--- src/rtl/ccbd_pkg.sv ---
`timescale 1ns / 1ps
`default_nettype none
package ccbd_pkg;

  typedef enum logic [1:0] {
    BAUD_600  = 2'd0,
    BAUD_1200 = 2'd1,
    BAUD_2400 = 2'd2,
    BAUD_300  = 2'd3
  } baud_e;

  typedef struct packed {
    logic data_bit;
    logic bit_error;
    logic from_hunt;
    logic last_of_run;
  } result_t;

  typedef struct packed {
    logic [1:0] cnt;
    result_t    r0;
    result_t    r1;
  } push_t;

  localparam int unsigned HIST_W = 16;
  localparam int unsigned HELD_W = 5;

  // zero, zero flipped, one, one flipped
  localparam logic [HIST_W-1:0] PAT_VAL [4][4] = '{
    '{16'h0033, 16'h00CC, 16'h0055, 16'h00AA},
    '{16'h0003, 16'h000C, 16'h0005, 16'h000A},
    '{16'h0003, 16'h0000, 16'h0001, 16'h0002},
    '{16'h3333, 16'hCCCC, 16'h5555, 16'hAAAA}
  };

  localparam logic [HELD_W-1:0] PAT_LEN [4] = '{5'd8, 5'd4, 5'd2, 5'd16};

  localparam logic [HIST_W-1:0] EDGE_VAL [4] = '{16'h0004, 16'h000B, 16'h0002, 16'h000D};

  localparam logic [HELD_W-1:0] EDGE_LEN = 5'd4;

  function automatic logic [HIST_W-1:0] len_mask(input logic [HELD_W-1:0] len);
    logic [HIST_W-1:0] m;
    if (len[4]) begin
      m = '1;
    end else begin
      m = (HIST_W'(1) << len[3:0]) - HIST_W'(1);
    end
    return m;
  endfunction

endpackage
`default_nettype wire

--- src/rtl/ccbd_front.sv ---
`timescale 1ns / 1ps
`default_nettype none
module ccbd_front (
  input  wire               clk_i,
  input  wire               rst_ni,
  input  wire               accept_i,
  input  wire               symbol_i,
  input  ccbd_pkg::baud_e   mode_i,
  output ccbd_pkg::push_t   push_o
);
  import ccbd_pkg::*;

  logic                locked_q, locked_d;
  logic                flip_q, flip_d;
  logic [HIST_W-1:0]   hist_q, hist_d;
  logic [HELD_W-1:0]   held_q, held_d;

  logic [HIST_W-1:0]   hist_n;
  logic [HELD_W-1:0]   held_n;
  logic                is_edge;
  logic [HELD_W-1:0]   hlen, tlen;
  logic [HIST_W-1:0]   hmask, tmask;
  logic [HIST_W-1:0]   w0;
  logic [HIST_W-1:0]   pv;
  logic                found;
  logic [3:0]          sel_p;
  logic [1:0]          sel_i;
  logic [HELD_W-1:0]   drop_n;
  logic                zero_hit, one_hit;
  push_t               push;

  always_comb begin
    if (held_q[4]) begin
      hist_n = {symbol_i, hist_q[HIST_W-1:1]};
      held_n = held_q;
    end else begin
      hist_n = hist_q | (HIST_W'(symbol_i) << held_q[3:0]);
      held_n = held_q + HELD_W'(1);
    end
  end

  // hunt: earliest start, then pattern order
  always_comb begin
    is_edge = (mode_i == BAUD_2400);
    hlen    = is_edge ? EDGE_LEN : PAT_LEN[mode_i];
    hmask   = len_mask(hlen);
    found   = 1'b0;
    sel_p   = '0;
    sel_i   = '0;
    pv      = '0;
    for (int p = HIST_W - 1; p >= 0; p--) begin
      for (int i = 3; i >= 0; i--) begin
        pv = is_edge ? EDGE_VAL[i] : PAT_VAL[mode_i][i];
        if (((6'(p) + 6'(hlen)) <= 6'(held_n)) && (((hist_n >> p) & hmask) == pv)) begin
          found = 1'b1;
          sel_p = 4'(p);
          sel_i = 2'(i);
        end
      end
    end
  end

  // locked compare on the oldest group
  always_comb begin
    tlen     = PAT_LEN[mode_i];
    tmask    = len_mask(tlen);
    w0       = hist_n & tmask;
    zero_hit = (w0 == PAT_VAL[mode_i][{1'b0, flip_q}]) ||
               (is_edge && (w0 == PAT_VAL[mode_i][{1'b0, ~flip_q}]));
    one_hit  = (w0 == PAT_VAL[mode_i][{1'b1, flip_q}]);
  end

  always_comb begin
    locked_d = locked_q;
    flip_d   = flip_q;
    drop_n   = '0;
    push     = '0;
    if (locked_q) begin
      if (held_n >= tlen) begin
        push.cnt            = 2'd1;
        push.r0.last_of_run = 1'b1;
        if (zero_hit) begin
          drop_n = tlen;
          if (is_edge) begin
            flip_d = ~flip_q;
          end
        end else if (one_hit) begin
          drop_n           = tlen;
          push.r0.data_bit = 1'b1;
        end else begin
          drop_n            = HELD_W'(1);
          locked_d          = 1'b0;
          push.r0.bit_error = 1'b1;
        end
      end
    end else if (found) begin
      locked_d          = 1'b1;
      flip_d            = sel_i[0];
      drop_n            = HELD_W'(sel_p) + hlen;
      push.r0.data_bit  = sel_i[1];
      push.r0.from_hunt = 1'b1;
      if (is_edge) begin
        push.cnt            = 2'd2;
        push.r1.data_bit    = ~sel_i[1];
        push.r1.from_hunt   = 1'b1;
        push.r1.last_of_run = 1'b1;
      end else begin
        push.cnt            = 2'd1;
        push.r0.last_of_run = 1'b1;
      end
    end
    if (drop_n >= held_n) begin
      hist_d = '0;
      held_d = '0;
    end else begin
      hist_d = hist_n >> drop_n;
      held_d = held_n - drop_n;
    end
  end

  always_comb begin
    push_o = push;
    if (!accept_i) begin
      push_o.cnt = 2'd0;
    end
  end

  always_ff @(posedge clk_i or negedge rst_ni) begin
    if (!rst_ni) begin
      locked_q <= 1'b0;
      flip_q   <= 1'b0;
      hist_q   <= '0;
      held_q   <= '0;
    end else if (accept_i) begin
      locked_q <= locked_d;
      flip_q   <= flip_d;
      hist_q   <= hist_d;
      held_q   <= held_d;
    end
  end

endmodule
`default_nettype wire

--- src/rtl/ccbd_queue.sv ---
`timescale 1ns / 1ps
`default_nettype none
module ccbd_queue #(
  parameter int unsigned Depth = 4
) (
  input  wire                clk_i,
  input  wire                rst_ni,
  input  ccbd_pkg::push_t    push_i,
  input  wire                pop_i,
  output logic               room_o,
  output logic               valid_o,
  output ccbd_pkg::result_t  item_o
);
  import ccbd_pkg::*;

  localparam int unsigned AW = (Depth > 1) ? $clog2(Depth) : 1;
  localparam int unsigned CW = $clog2(Depth + 1);

  result_t         mem_q [Depth];
  logic [AW-1:0]   wr_q, wr_d, rd_q, rd_d, wr_nx;
  logic [CW-1:0]   cnt_q, cnt_d;

  function automatic logic [AW-1:0] ptr_inc(input logic [AW-1:0] ptr);
    logic [AW-1:0] r;
    if (ptr == AW'(Depth - 1)) begin
      r = '0;
    end else begin
      r = ptr + AW'(1);
    end
    return r;
  endfunction

  always_comb begin
    wr_nx   = ptr_inc(wr_q);
    valid_o = (cnt_q != '0);
    room_o  = (cnt_q <= CW'(Depth - 2));
    item_o  = mem_q[rd_q];
    rd_d    = (pop_i && valid_o) ? ptr_inc(rd_q) : rd_q;
    case (push_i.cnt)
      2'd1:    wr_d = wr_nx;
      2'd2:    wr_d = ptr_inc(wr_nx);
      default: wr_d = wr_q;
    endcase
    cnt_d = cnt_q + CW'(push_i.cnt) - CW'(pop_i && valid_o);
  end

  always_ff @(posedge clk_i) begin
    if (push_i.cnt != 2'd0) begin
      mem_q[wr_q] <= push_i.r0;
    end
    if (push_i.cnt == 2'd2) begin
      mem_q[wr_nx] <= push_i.r1;
    end
  end

  always_ff @(posedge clk_i or negedge rst_ni) begin
    if (!rst_ni) begin
      wr_q  <= '0;
      rd_q  <= '0;
      cnt_q <= '0;
    end else begin
      wr_q  <= wr_d;
      rd_q  <= rd_d;
      cnt_q <= cnt_d;
    end
  end

endmodule
`default_nettype wire

--- src/rtl/ccbd_back.sv ---
`timescale 1ns / 1ps
`default_nettype none
module ccbd_back (
  input  wire                clk_i,
  input  wire                rst_ni,
  input  wire                q_valid_i,
  input  ccbd_pkg::result_t  q_item_i,
  output logic               pop_o,
  output logic               out_valid_o,
  input  wire                out_stall_i,
  output ccbd_pkg::result_t  out_item_o
);
  import ccbd_pkg::*;

  logic    out_valid_q, out_valid_d;
  result_t out_item_q;

  always_comb begin
    pop_o       = q_valid_i && (!out_valid_q || !out_stall_i);
    out_valid_d = pop_o || (out_valid_q && out_stall_i);
  end

  always_ff @(posedge clk_i) begin
    if (pop_o) begin
      out_item_q <= q_item_i;
    end
  end

  always_ff @(posedge clk_i or negedge rst_ni) begin
    if (!rst_ni) begin
      out_valid_q <= 1'b0;
    end else begin
      out_valid_q <= out_valid_d;
    end
  end

  assign out_valid_o = out_valid_q;
  assign out_item_o  = out_item_q;

endmodule
`default_nettype wire

--- src/rtl/cassette_carrier_bit_decoder_top.sv ---
// channel   | valid       | flow control | payload
// ----------+-------------+--------------+---------------------------------------------
// symbol in | in_valid_i  | in_stall_o   | carrier_symbol_i
// bit out   | out_valid_o | out_stall_i  | data_bit_o bit_error_o from_hunt_o last_of_run_o
// config    | cfg_valid_i | cfg_ready_o  | cfg_data_i (baud mode)
//
// one symbol per cycle while in_stall_o is low; each is decoded in the cycle it is taken, results
// pass through the result queue and are then registered on the output
// a 2400 baud lock gives two bits for one symbol, drained one per cycle while out_stall_i is low
// in_stall_o rises when the result queue has fewer than two free slots
// reset clears lock, flip, history and baud mode (600 baud)
`timescale 1ns / 1ps
`default_nettype none
module cassette_carrier_bit_decoder_top #(
  parameter int unsigned QDepth = 4
) (
  input  wire        clk_i,
  input  wire        rst_ni,
  input  wire        in_valid_i,
  output logic       in_stall_o,
  input  wire        carrier_symbol_i,
  output logic       out_valid_o,
  input  wire        out_stall_i,
  output logic       data_bit_o,
  output logic       bit_error_o,
  output logic       from_hunt_o,
  output logic       last_of_run_o,
  input  wire        cfg_valid_i,
  output logic       cfg_ready_o,
  input  wire  [1:0] cfg_data_i
);
  import ccbd_pkg::*;

  baud_e   mode_q;
  logic    accept;
  logic    room, q_valid, pop;
  push_t   push;
  result_t q_item, out_item;

  assign cfg_ready_o = 1'b1;
  assign in_stall_o  = !room;
  assign accept      = in_valid_i && room;

  always_ff @(posedge clk_i or negedge rst_ni) begin
    if (!rst_ni) begin
      mode_q <= BAUD_600;
    end else if (cfg_valid_i && cfg_ready_o) begin
      mode_q <= baud_e'(cfg_data_i);
    end
  end

  ccbd_front u_front (
    .clk_i    (clk_i),
    .rst_ni   (rst_ni),
    .accept_i (accept),
    .symbol_i (carrier_symbol_i),
    .mode_i   (mode_q),
    .push_o   (push)
  );

  ccbd_queue #(
    .Depth (QDepth)
  ) u_queue (
    .clk_i   (clk_i),
    .rst_ni  (rst_ni),
    .push_i  (push),
    .pop_i   (pop),
    .room_o  (room),
    .valid_o (q_valid),
    .item_o  (q_item)
  );

  ccbd_back u_back (
    .clk_i       (clk_i),
    .rst_ni      (rst_ni),
    .q_valid_i   (q_valid),
    .q_item_i    (q_item),
    .pop_o       (pop),
    .out_valid_o (out_valid_o),
    .out_stall_i (out_stall_i),
    .out_item_o  (out_item)
  );

  assign data_bit_o    = out_item.data_bit;
  assign bit_error_o   = out_item.bit_error;
  assign from_hunt_o   = out_item.from_hunt;
  assign last_of_run_o = out_item.last_of_run;

endmodule
`default_nettype wire

--- config.mk ---
export PLATFORM = sky130hd
export DESIGN_NAME = cassette_carrier_bit_decoder_top
export DESIGN_NICKNAME = d
export VERILOG_FILES = /design/src/rtl/ccbd_pkg.sv /design/src/rtl/ccbd_front.sv /design/src/rtl/ccbd_queue.sv /design/src/rtl/ccbd_back.sv /design/src/rtl/cassette_carrier_bit_decoder_top.sv
export SDC_FILE = /design/constraint.sdc
export NUM_CORES = 1
export LEC_CHECK = 0
export BUFFER_PORTS_ARGS = -buffer_cell sky130_fd_sc_hd__buf_2
export CAP_MARGIN = 10
export CORE_MARGIN = 8
export CORE_UTILIZATION = 50
export CTS_CLUSTER_DIAMETER = 200
export DETAILED_ROUTE_END_ITERATION = 8
export GPL_TIMING_DRIVEN = 0
export PLACE_DENSITY = 0.69
export SYNTH_ARGS = -nofsm -noshare
export SYNTH_HDL_FRONTEND = slang
export SYNTH_HIERARCHICAL = 1
export SYNTH_SLANG_ARGS = --single-unit
--- constraint.sdc ---
create_clock -name clk_i -period 16.2 [get_ports clk_i]
set_clock_uncertainty 0.15 [all_clocks]
set_input_delay 1.62 -clock clk_i [delete_from_list [all_inputs] [get_ports clk_i]]
set_output_delay 1.62 -clock clk_i [all_outputs]
set_load 0.05 [all_outputs]
# Word-level counts from Yosys, hierarchy flattened
# Memories as Yosys holds them, arrays and structs flattened. A register that Yosys moved wholly into a read port is not among the register bits.
# Cells that the tools add are included.
dict set report word_totals {
  regBits 33
  ram_bits 16
  input_bits 8
  out_inout_bits 7
  word_cells 501
  mem_count 1
}
dict set report op_classes {
  addsub 25
  order_cmp 23
  eq_ne 76
  shift 4
  muxes 259
  n_bitwise 24
  n_reduce_logical 80
}
# memory words word_bits read_ports rd_clocked_by_memory_dff write_ports line
set memory_table {}
lappend memory_table {u_queue.mem_q 4 4 1 1 2 ccbd_queue.sv:19} ;# result_t mem_q [Depth];
# op n
set op_table {}
lappend op_table {{16-bit equality test} 67}
lappend op_table {{4-bit 2-to-1 mux} 64}
lappend op_table {{16-bit 2-to-1 mux} 14}
lappend op_table {{2-bit 2-to-1 mux} 73}
lappend op_table {{64-bit binary-select mux with 2-bit select} 1}
lappend op_table {{64-bit 2-to-1 mux} 2}
lappend op_table {{16-bit binary-select mux with 2-bit select} 3}
lappend op_table {{6-bit by 5-bit <= comparator with 1-bit output} 15}
lappend op_table {{1-bit 2-to-1 mux} 86}
lappend op_table {{1-bit logical AND} 69}
lappend op_table {{5-bit 2-to-1 mux} 10}
lappend op_table {{4-bit by 5-bit adder with 6-bit output (first input constant)} 8}
lappend op_table {{16-bit AND} 2}
lappend op_table {{1-bit by 4-bit left shift with 16-bit output (first input constant)} 2}
lappend op_table {{16-bit by 2-bit subtractor with 16-bit output (second input constant)} 2}
lappend op_table {{3-bit by 5-bit adder with 6-bit output (first input constant)} 4}
lappend op_table {{1-bit by 16-bit AND with 16-bit output} 1}
lappend op_table {{10-bit by 16-bit AND with 16-bit output} 1}
lappend op_table {{11-bit by 16-bit AND with 16-bit output} 1}
lappend op_table {{12-bit by 16-bit AND with 16-bit output} 1}
lappend op_table {{13-bit by 16-bit AND with 16-bit output} 1}
lappend op_table {{14-bit by 16-bit AND with 16-bit output} 1}
lappend op_table {{15-bit by 16-bit AND with 16-bit output} 1}
lappend op_table {{2-bit by 16-bit AND with 16-bit output} 1}
lappend op_table {{other kinds (36)} 61}

# Depth between registers and ports, before layout
dict set report depth {
  ltp_word 81
  depth_mapped 33
  ltp_nobuf 29
}

# Modules after synthesis
# The synthesis kept the hierarchy.
# mod n_inst cells_each area_per_inst_um2 seq_area_each_um2
set by_module_without_submodules {}
lappend by_module_without_submodules {ccbd_front 1 1131 8057.7 575.6}
lappend by_module_without_submodules {ccbd_queue 1 96 1328.8 655.6}
lappend by_module_without_submodules {ccbd_back 1 7 163.9 145.1}
lappend by_module_without_submodules {cassette_carrier_bit_decoder_top 1 8 93.8 50.0}

# Worst setup path before layout
# OpenSTA, ideal clock, no wires.
dict set report synth_path {
  kind {input port to flip-flop}
  start {input port carrier_symbol_i}
  end {register u_front.hist_q[1]}
  setup_ns 0.137
  t_arrival_ns 6.849
  required_time_ns 15.913
  slack_ns 9.063
  cell_stages 29
  n_path_buf 3
  path_cell_list {buf_4 nand2_4 o21ai_0 clkbuf_1 nand2_1 ha_1 nor4_1 a31oi_1 a211o_1 nand2_1 nor3_1 nand2b_1 a21boi_0 ha_1 nor2b_1 nor2b_1 a221o_2 clkinv_4 buf_4 ha_1 a21o_1 a21o_1 a21oi_1 a311o_1 inv_1 nand3b_1 nor2b_1 a222oi_1 o31ai_1}
}
dict set report synth_via {
  elab_chain_cells 75
  word_cells_on_any_way 290
  cone_classes {add/sub (1); order compare (1); eq/ne (67); shift (2); mux (135); bitwise (18); reduce/logical (66)}
}
# item line
set synth_lines {}
lappend synth_lines {{from (decl)} cassette_carrier_bit_decoder_top.sv:21} ;# input wire carrier_symbol_i,
lappend synth_lines {{1-bit by 4-bit left shift with 16-bit output} ccbd_front.sv:37} ;# hist_n = hist_q | (HIST_W'(symbol_i) << held_q[3:0]);
lappend synth_lines {{16-bit bitwise OR} ccbd_front.sv:37}
lappend synth_lines {{16-bit 2-to-1 mux (*)} ccbd_front.sv:33} ;# if (held_q[4]) begin
lappend synth_lines {{1-bit by 16-bit AND with 16-bit output} ccbd_front.sv:54} ;# if (((6'(p) + 6'(hlen)) <= 6'(held_n)) && (((hist_n >> p) & hmask) == pv)) begin
lappend synth_lines {{16-bit equality test} ccbd_front.sv:54}
lappend synth_lines {{1-bit logical AND} ccbd_front.sv:54}
lappend synth_lines {{4-bit 2-to-1 mux (64 in a row)} ccbd_front.sv:54}
lappend synth_lines {{4-bit by 5-bit adder with 5-bit output} ccbd_front.sv:99} ;# drop_n = HELD_W'(sel_p) + hlen;
lappend synth_lines {{5-bit 2-to-1 mux} ccbd_front.sv:96} ;# end else if (found) begin
lappend synth_lines {{5-bit 2-to-1 mux} ccbd_front.sv:78} ;# if (locked_q) begin
lappend synth_lines {{16-bit by 5-bit >> shifter with 16-bit output or 5-bit >= comparator (tied branches)} {ccbd_front.sv:116, ccbd_front.sv:112}}
lappend synth_lines {{16-bit 2-to-1 mux (*)} ccbd_front.sv:112} ;# if (drop_n >= held_n) begin
lappend synth_lines {{to (signal assigned)} ccbd_front.sv:137} ;# hist_q <= hist_d;
lappend synth_lines {{to (decl)} ccbd_front.sv:15} ;# logic [HIST_W-1:0] hist_q, hist_d;
# Every way passes the cells marked *; elsewhere a longest branch is shown, timed or not.
# A chain may end at the register's enable or synchronous reset.

# Worst setup path in the final report
dict set report layout_path {
  start {register mode_q[0]}
  end {register u_front.hist_q[1]}
}
dict set report layout_via {
  elab_chain_cells 80
  word_cells_on_any_way 347
  cone_classes {add/sub (18); order compare (18); eq/ne (68); shift (3); mux (156); bitwise (18); reduce/logical (66)}
}
# item line
set layout_lines {}
lappend layout_lines {{from (decl)} cassette_carrier_bit_decoder_top.sv:34} ;# baud_e mode_q;
lappend layout_lines {{from (signal assigned)} cassette_carrier_bit_decoder_top.sv:48} ;# mode_q <= baud_e'(cfg_data_i);
lappend layout_lines {{2-bit NOT with 3-bit output (not written as such)} n/a}
lappend layout_lines {{5-bit binary-select mux with 2-bit select} {ccbd_front.sv:45, ccbd_front.sv:65}}
lappend layout_lines {{5-bit 2-to-1 mux (not written as such) (2 in a row)} {ccbd_front.sv:45, ccbd_front.sv:65}}
lappend layout_lines {{5-bit 2-to-1 mux} ccbd_front.sv:45} ;# hlen = is_edge ? EDGE_LEN : PAT_LEN[mode_i];
lappend layout_lines {{1-bit by 4-bit left shift with 16-bit output} ccbd_pkg.sv:47} ;# m = (HIST_W'(1) << len[3:0]) - HIST_W'(1);
lappend layout_lines {{16-bit by 2-bit subtractor with 16-bit output} ccbd_pkg.sv:47}
lappend layout_lines {{16-bit 2-to-1 mux} ccbd_pkg.sv:44} ;# if (len[4]) begin
lappend layout_lines {{1-bit by 16-bit AND with 16-bit output} ccbd_front.sv:54}
lappend layout_lines {{16-bit equality test} ccbd_front.sv:54}
lappend layout_lines {{1-bit logical AND} ccbd_front.sv:54}
lappend layout_lines {{4-bit 2-to-1 mux (64 in a row)} ccbd_front.sv:54}
lappend layout_lines {{4-bit by 5-bit adder with 5-bit output} ccbd_front.sv:99}
lappend layout_lines {{5-bit 2-to-1 mux} ccbd_front.sv:96}
lappend layout_lines {{5-bit 2-to-1 mux (*)} ccbd_front.sv:78}
lappend layout_lines {{16-bit by 5-bit >> shifter with 16-bit output or 5-bit >= comparator (tied branches)} {ccbd_front.sv:116, ccbd_front.sv:112}}
lappend layout_lines {{16-bit 2-to-1 mux (*)} ccbd_front.sv:112}
# Every way passes the cells marked *; elsewhere a longest branch is shown, timed or not. The select of a mux whose other input is x is not followed.

==> qor.yml <==
place:
  count_of_buffers_inserted_at_the_top_level_ports: 13
  place_ws_ps: 7020
  dp.final_hpwl_um: 34500
  placedInstanceArea_sq_mm: 0.0100
  place.gp.congestion: 1.11
drt:
  route.detailed.drc: 0
  drt_iter0_markers: 1540
  route.antenna.remaining_nets: 0
  drt-vias-per-instance: 7.26
  drtPass1Iterations: 8
  drt_wl_total_um: 44700
  final_routed_wire_length_divided_by_cell_count_um: 29.2
  detailroute.via_count: 11100
power:
  clkPwrFrac_pct: 6.8
  seqPwrFrac_pct: 12.5
  p_int_mw: 0.752
  leakage_nw: 3.81
  sw_frac_of_total_pct: 59.1
  cellPowerDensity_mw_per_mm2: 180
  total_switching_power_mw: 1.09
  vdd_ir_drop_max_mv: 0.148
  share_comb_of_total_power_pct: 80.7
cells_and_area:
  most-common-layout-cells: "sky130_fd_sc_hd__nand2_1 (95), sky130_fd_sc_hd__nor2_1 (81), sky130_fd_sc_hd__a21oi_1 (75), sky130_fd_sc_hd__o21ai_0 (68), sky130_fd_sc_hd__mux2i_1 (51)"
  layout.cells.most_common: "sky130_fd_sc_hd__nand2_1"
  multi_input_area_sq_mm: 0.00753
  diodes: 0
  finalNetCount: 1315
  layout.filler_cells: 1861
  layout_area_overhead_pct: 5.86
  drive_gt1_share_pct: 13.3
  final_cell_area_sq_mm: 0.0102
  register_area_sq_mm: 0.00143
synthesis:
  yosysSeqAreaShare_pct: 14.8
  synthFlopType: "sky130_fd_sc_hd__dfrtp_1"
  postSynth.asyncResetShare_pct: 62.3
  yosys.cell_types.count: 128
  synth_area_per_cell_sq_um: 7.77
  post_synth_inst_count: 1242
  postSynthRegisterBits: 53
  netlist_area_sq_mm: 0.00964
  yosys_warning_total: 6
  synth_fp_nets: 1295
  synth_edf_count: 20
global_route:
  track_usage_pct: 36.6
  grt-ovfl-total: 0
  grt_max_degree: 34
  grt_pass1_vias: 10500
  antenna_violations_before_repair: 0
  wire_length_of_the_first_global_routing_pass_um: 66700
clock_network:
  clock_tree_from_tritoncts: "yes"
  htree_levels: 2
  cts.repair_timing.setup_buffer_count: 0
  tritoncts.num_buffers: 5
  clk-insertion-delay-late_ps: 300
  clock_sinks: 53
  cts_max_path_buffers: 2
  cts_root_buf: "sky130_fd_sc_hd__clkbuf_16"
  cts_repair_resize_count: 0
  cts-hold-fix-buffers: 0
  clk_transition_reported_paths_ps: 70
timing:
  worst_pin_slew_ps: 1180
  setup_viol_count_final: 0
  max_freq_mhz: 106
  hold_ws_ps: 360
  fin_crit_sh_pct: 58.0
  unrepaired_setup_endpoints_after_global_routing: "false"
  relSlewSlack_pct: 21.2
  final_hold_viol_count: 0
  final-max-slew-violation-count: 0
  layout_setup_ws_ps: 6800
  timing.setup.tns_ps: 0
  post_route_minimum_period_ps: 9400
critical_path:
  maximum_fanout_along_the_worst_path: 11
  crit_arrival_ps: 9420
  timing.rr.start: "mode_q[0]"
  ff2ff_setup_slack_ps: 6800
  crit_path_end_kind: "flop"
  critical-path-slowest-cell: "sky130_fd_sc_hd__a21boi_0"
  worst_path_largest_cell_delay_ps: 850
  timing.critical_path.from: "mode_q[0]"
  setup_cp_type: "flop to flop"
  cp.required_ps: 16220
  path_common_cell: "sky130_fd_sc_hd__ha_1"
  worstSetupStartpointType: "flop"
die:
  floorplan.die_area_sq_mm: 0.0240
  die_width_um: 155
  die_h_um: 155
  floorplan.rows: 51
  placeableCoreArea_sq_mm: 0.0192
  ios: 15
  initial_utilization_pct: 50.2
status:
  outcome: "completed"
min_path:
  holdCritPathClass: "flop to flop"
  startpoint_of_the_worst_hold_path: "u_queue/cnt_q[2]"
flow_run:
  max_cap_violations: 0
sequential cells by signal, indices dropped and copies added, names as in the netlist, 2 cells and up:
name	cells
u_queue/mem_q	16
u_front/held_q	5
u_front/hist_q	16
u_queue/wr_q	2
mode_q	2
u_back/out_item_o	4
u_queue/rd_q	2
u_queue/cnt_q	3
power by group through the flow:
stage	sequential (mW)	combinational [mW]	clock, mW
3_5_place_dp	0.230	1.41	0
4_1_cts	0.228	1.42	0.127
2_1_floorplan	0.234	0.983	0
5_1_grt	0.234	1.57	0.133
3_3_place_gp	0.229	1.40	0
6_report	0.229	1.49	0.126
critical path: cells and delay by family, from the launching register on:
kind / cells / cell delay (ps)
AOI/OAI and AO/OA: 13 / 3640
adders and majority gates: 4 / 1550
buffers and inverters: 7 / 1970
DFF: 1 / 450
and+or+nand+nor: 7 / 1470
final cells by class:
type                    instances  area share (%)
plain buffers                  94            4.77
clock buffers                   5            1.23
clock inverters                 3           0.429
inverters                      52            1.99
multi-input cells            1043            73.7
flip-flops and latches         53            14.0
well taps                     265            3.25
repair buffers                 13           0.637
cells in the mapped netlist, types with 11 or more instances:
library cell,n,share of area (%)
sky130_fd_sc_hd__clkbuf_1,39,1.5
sky130_fd_sc_hd__nand2_1,95,3.7
sky130_fd_sc_hd__o22ai_1,21,1.4
sky130_fd_sc_hd__xnor2_1,30,2.7
sky130_fd_sc_hd__a31oi_1,23,1.5
sky130_fd_sc_hd__a211oi_1,23,1.8
sky130_fd_sc_hd__nand4_1,16,1.0
sky130_fd_sc_hd__nand3_1,44,2.3
sky130_fd_sc_hd__a22oi_1,13,1.0
sky130_fd_sc_hd__dfrtp_1,33,8.6
sky130_fd_sc_hd__buf_4,11,0.86
sky130_fd_sc_hd__mux2_2,25,2.9
sky130_fd_sc_hd__edfxtp_1,20,6.2
sky130_fd_sc_hd__a21oi_1,75,3.9
sky130_fd_sc_hd__mux2i_1,51,5.3
sky130_fd_sc_hd__buf_2,29,1.5
sky130_fd_sc_hd__and2_1,19,1.2
sky130_fd_sc_hd__o21ai_0,68,3.5
sky130_fd_sc_hd__nor3_1,48,2.5
sky130_fd_sc_hd__o211ai_1,22,1.7
sky130_fd_sc_hd__nand2b_1,19,1.2
sky130_fd_sc_hd__a21o_1,13,1.0
sky130_fd_sc_hd__o21ai_1,13,0.67
sky130_fd_sc_hd__nor2b_1,13,0.84
sky130_fd_sc_hd__inv_1,48,1.9
sky130_fd_sc_hd__nor2_1,81,3.2
sky130_fd_sc_hd__and3_1,17,1.1
sky130_fd_sc_hd__ha_1,42,5.4
routing by layer:
layer,wire [um],track usage (%),vias up,part of all wire [%]
li1,-,-,4811,-
met3,4430,5.83,210,9.9
met4,3070,22.4,0,6.9
met2,19300,55.7,825,43
met1,17800,47.7,5241,40
met5,0,0.648,-,0
stage by stage:
stage               instances  total power [mW]  util, %
finish                   1528              1.84     53.2
detailed placement       1520              1.64     52.3
global placement         1520              1.63     52.3
global route             1528              1.93     53.2
floorplan                1242              1.22        -
CTS                      1528              1.77     53.2
path summary, 6_finish.rpt:
kind	to	cells past startpoint
hold reg to reg	u_queue/cnt_q[2]	1
hold / removal	u_queue/cnt_q[2]	1
min in group asynchronous	u_front/flip_q	1
max in group asynchronous	u_front/hist_q[7]	1
setup reg to reg	u_front/hist_q[1]	31
setup / recovery	u_front/hist_q[1]	31
cell families (layout without fill, tap and decap cells):
logic type               count (synthesis)  count (layout)  share of synthesized area [%]
XOR/XNOR                                38              38                           4.01
flip-flops                              53              53                           14.8
multiplexers                            85              85                           9.86
adder cells (fa/ha/maj)                 47              47                           6.28
buffers and inverters                  146             167                           7.15
AO/OA/AOI/OAI                          425             425                           31.7
AND/OR/NAND/NOR                        446             446                           26.1
other                                    2               2                         0.0779
Note: power is estimated with default switching activity, not from simulation.
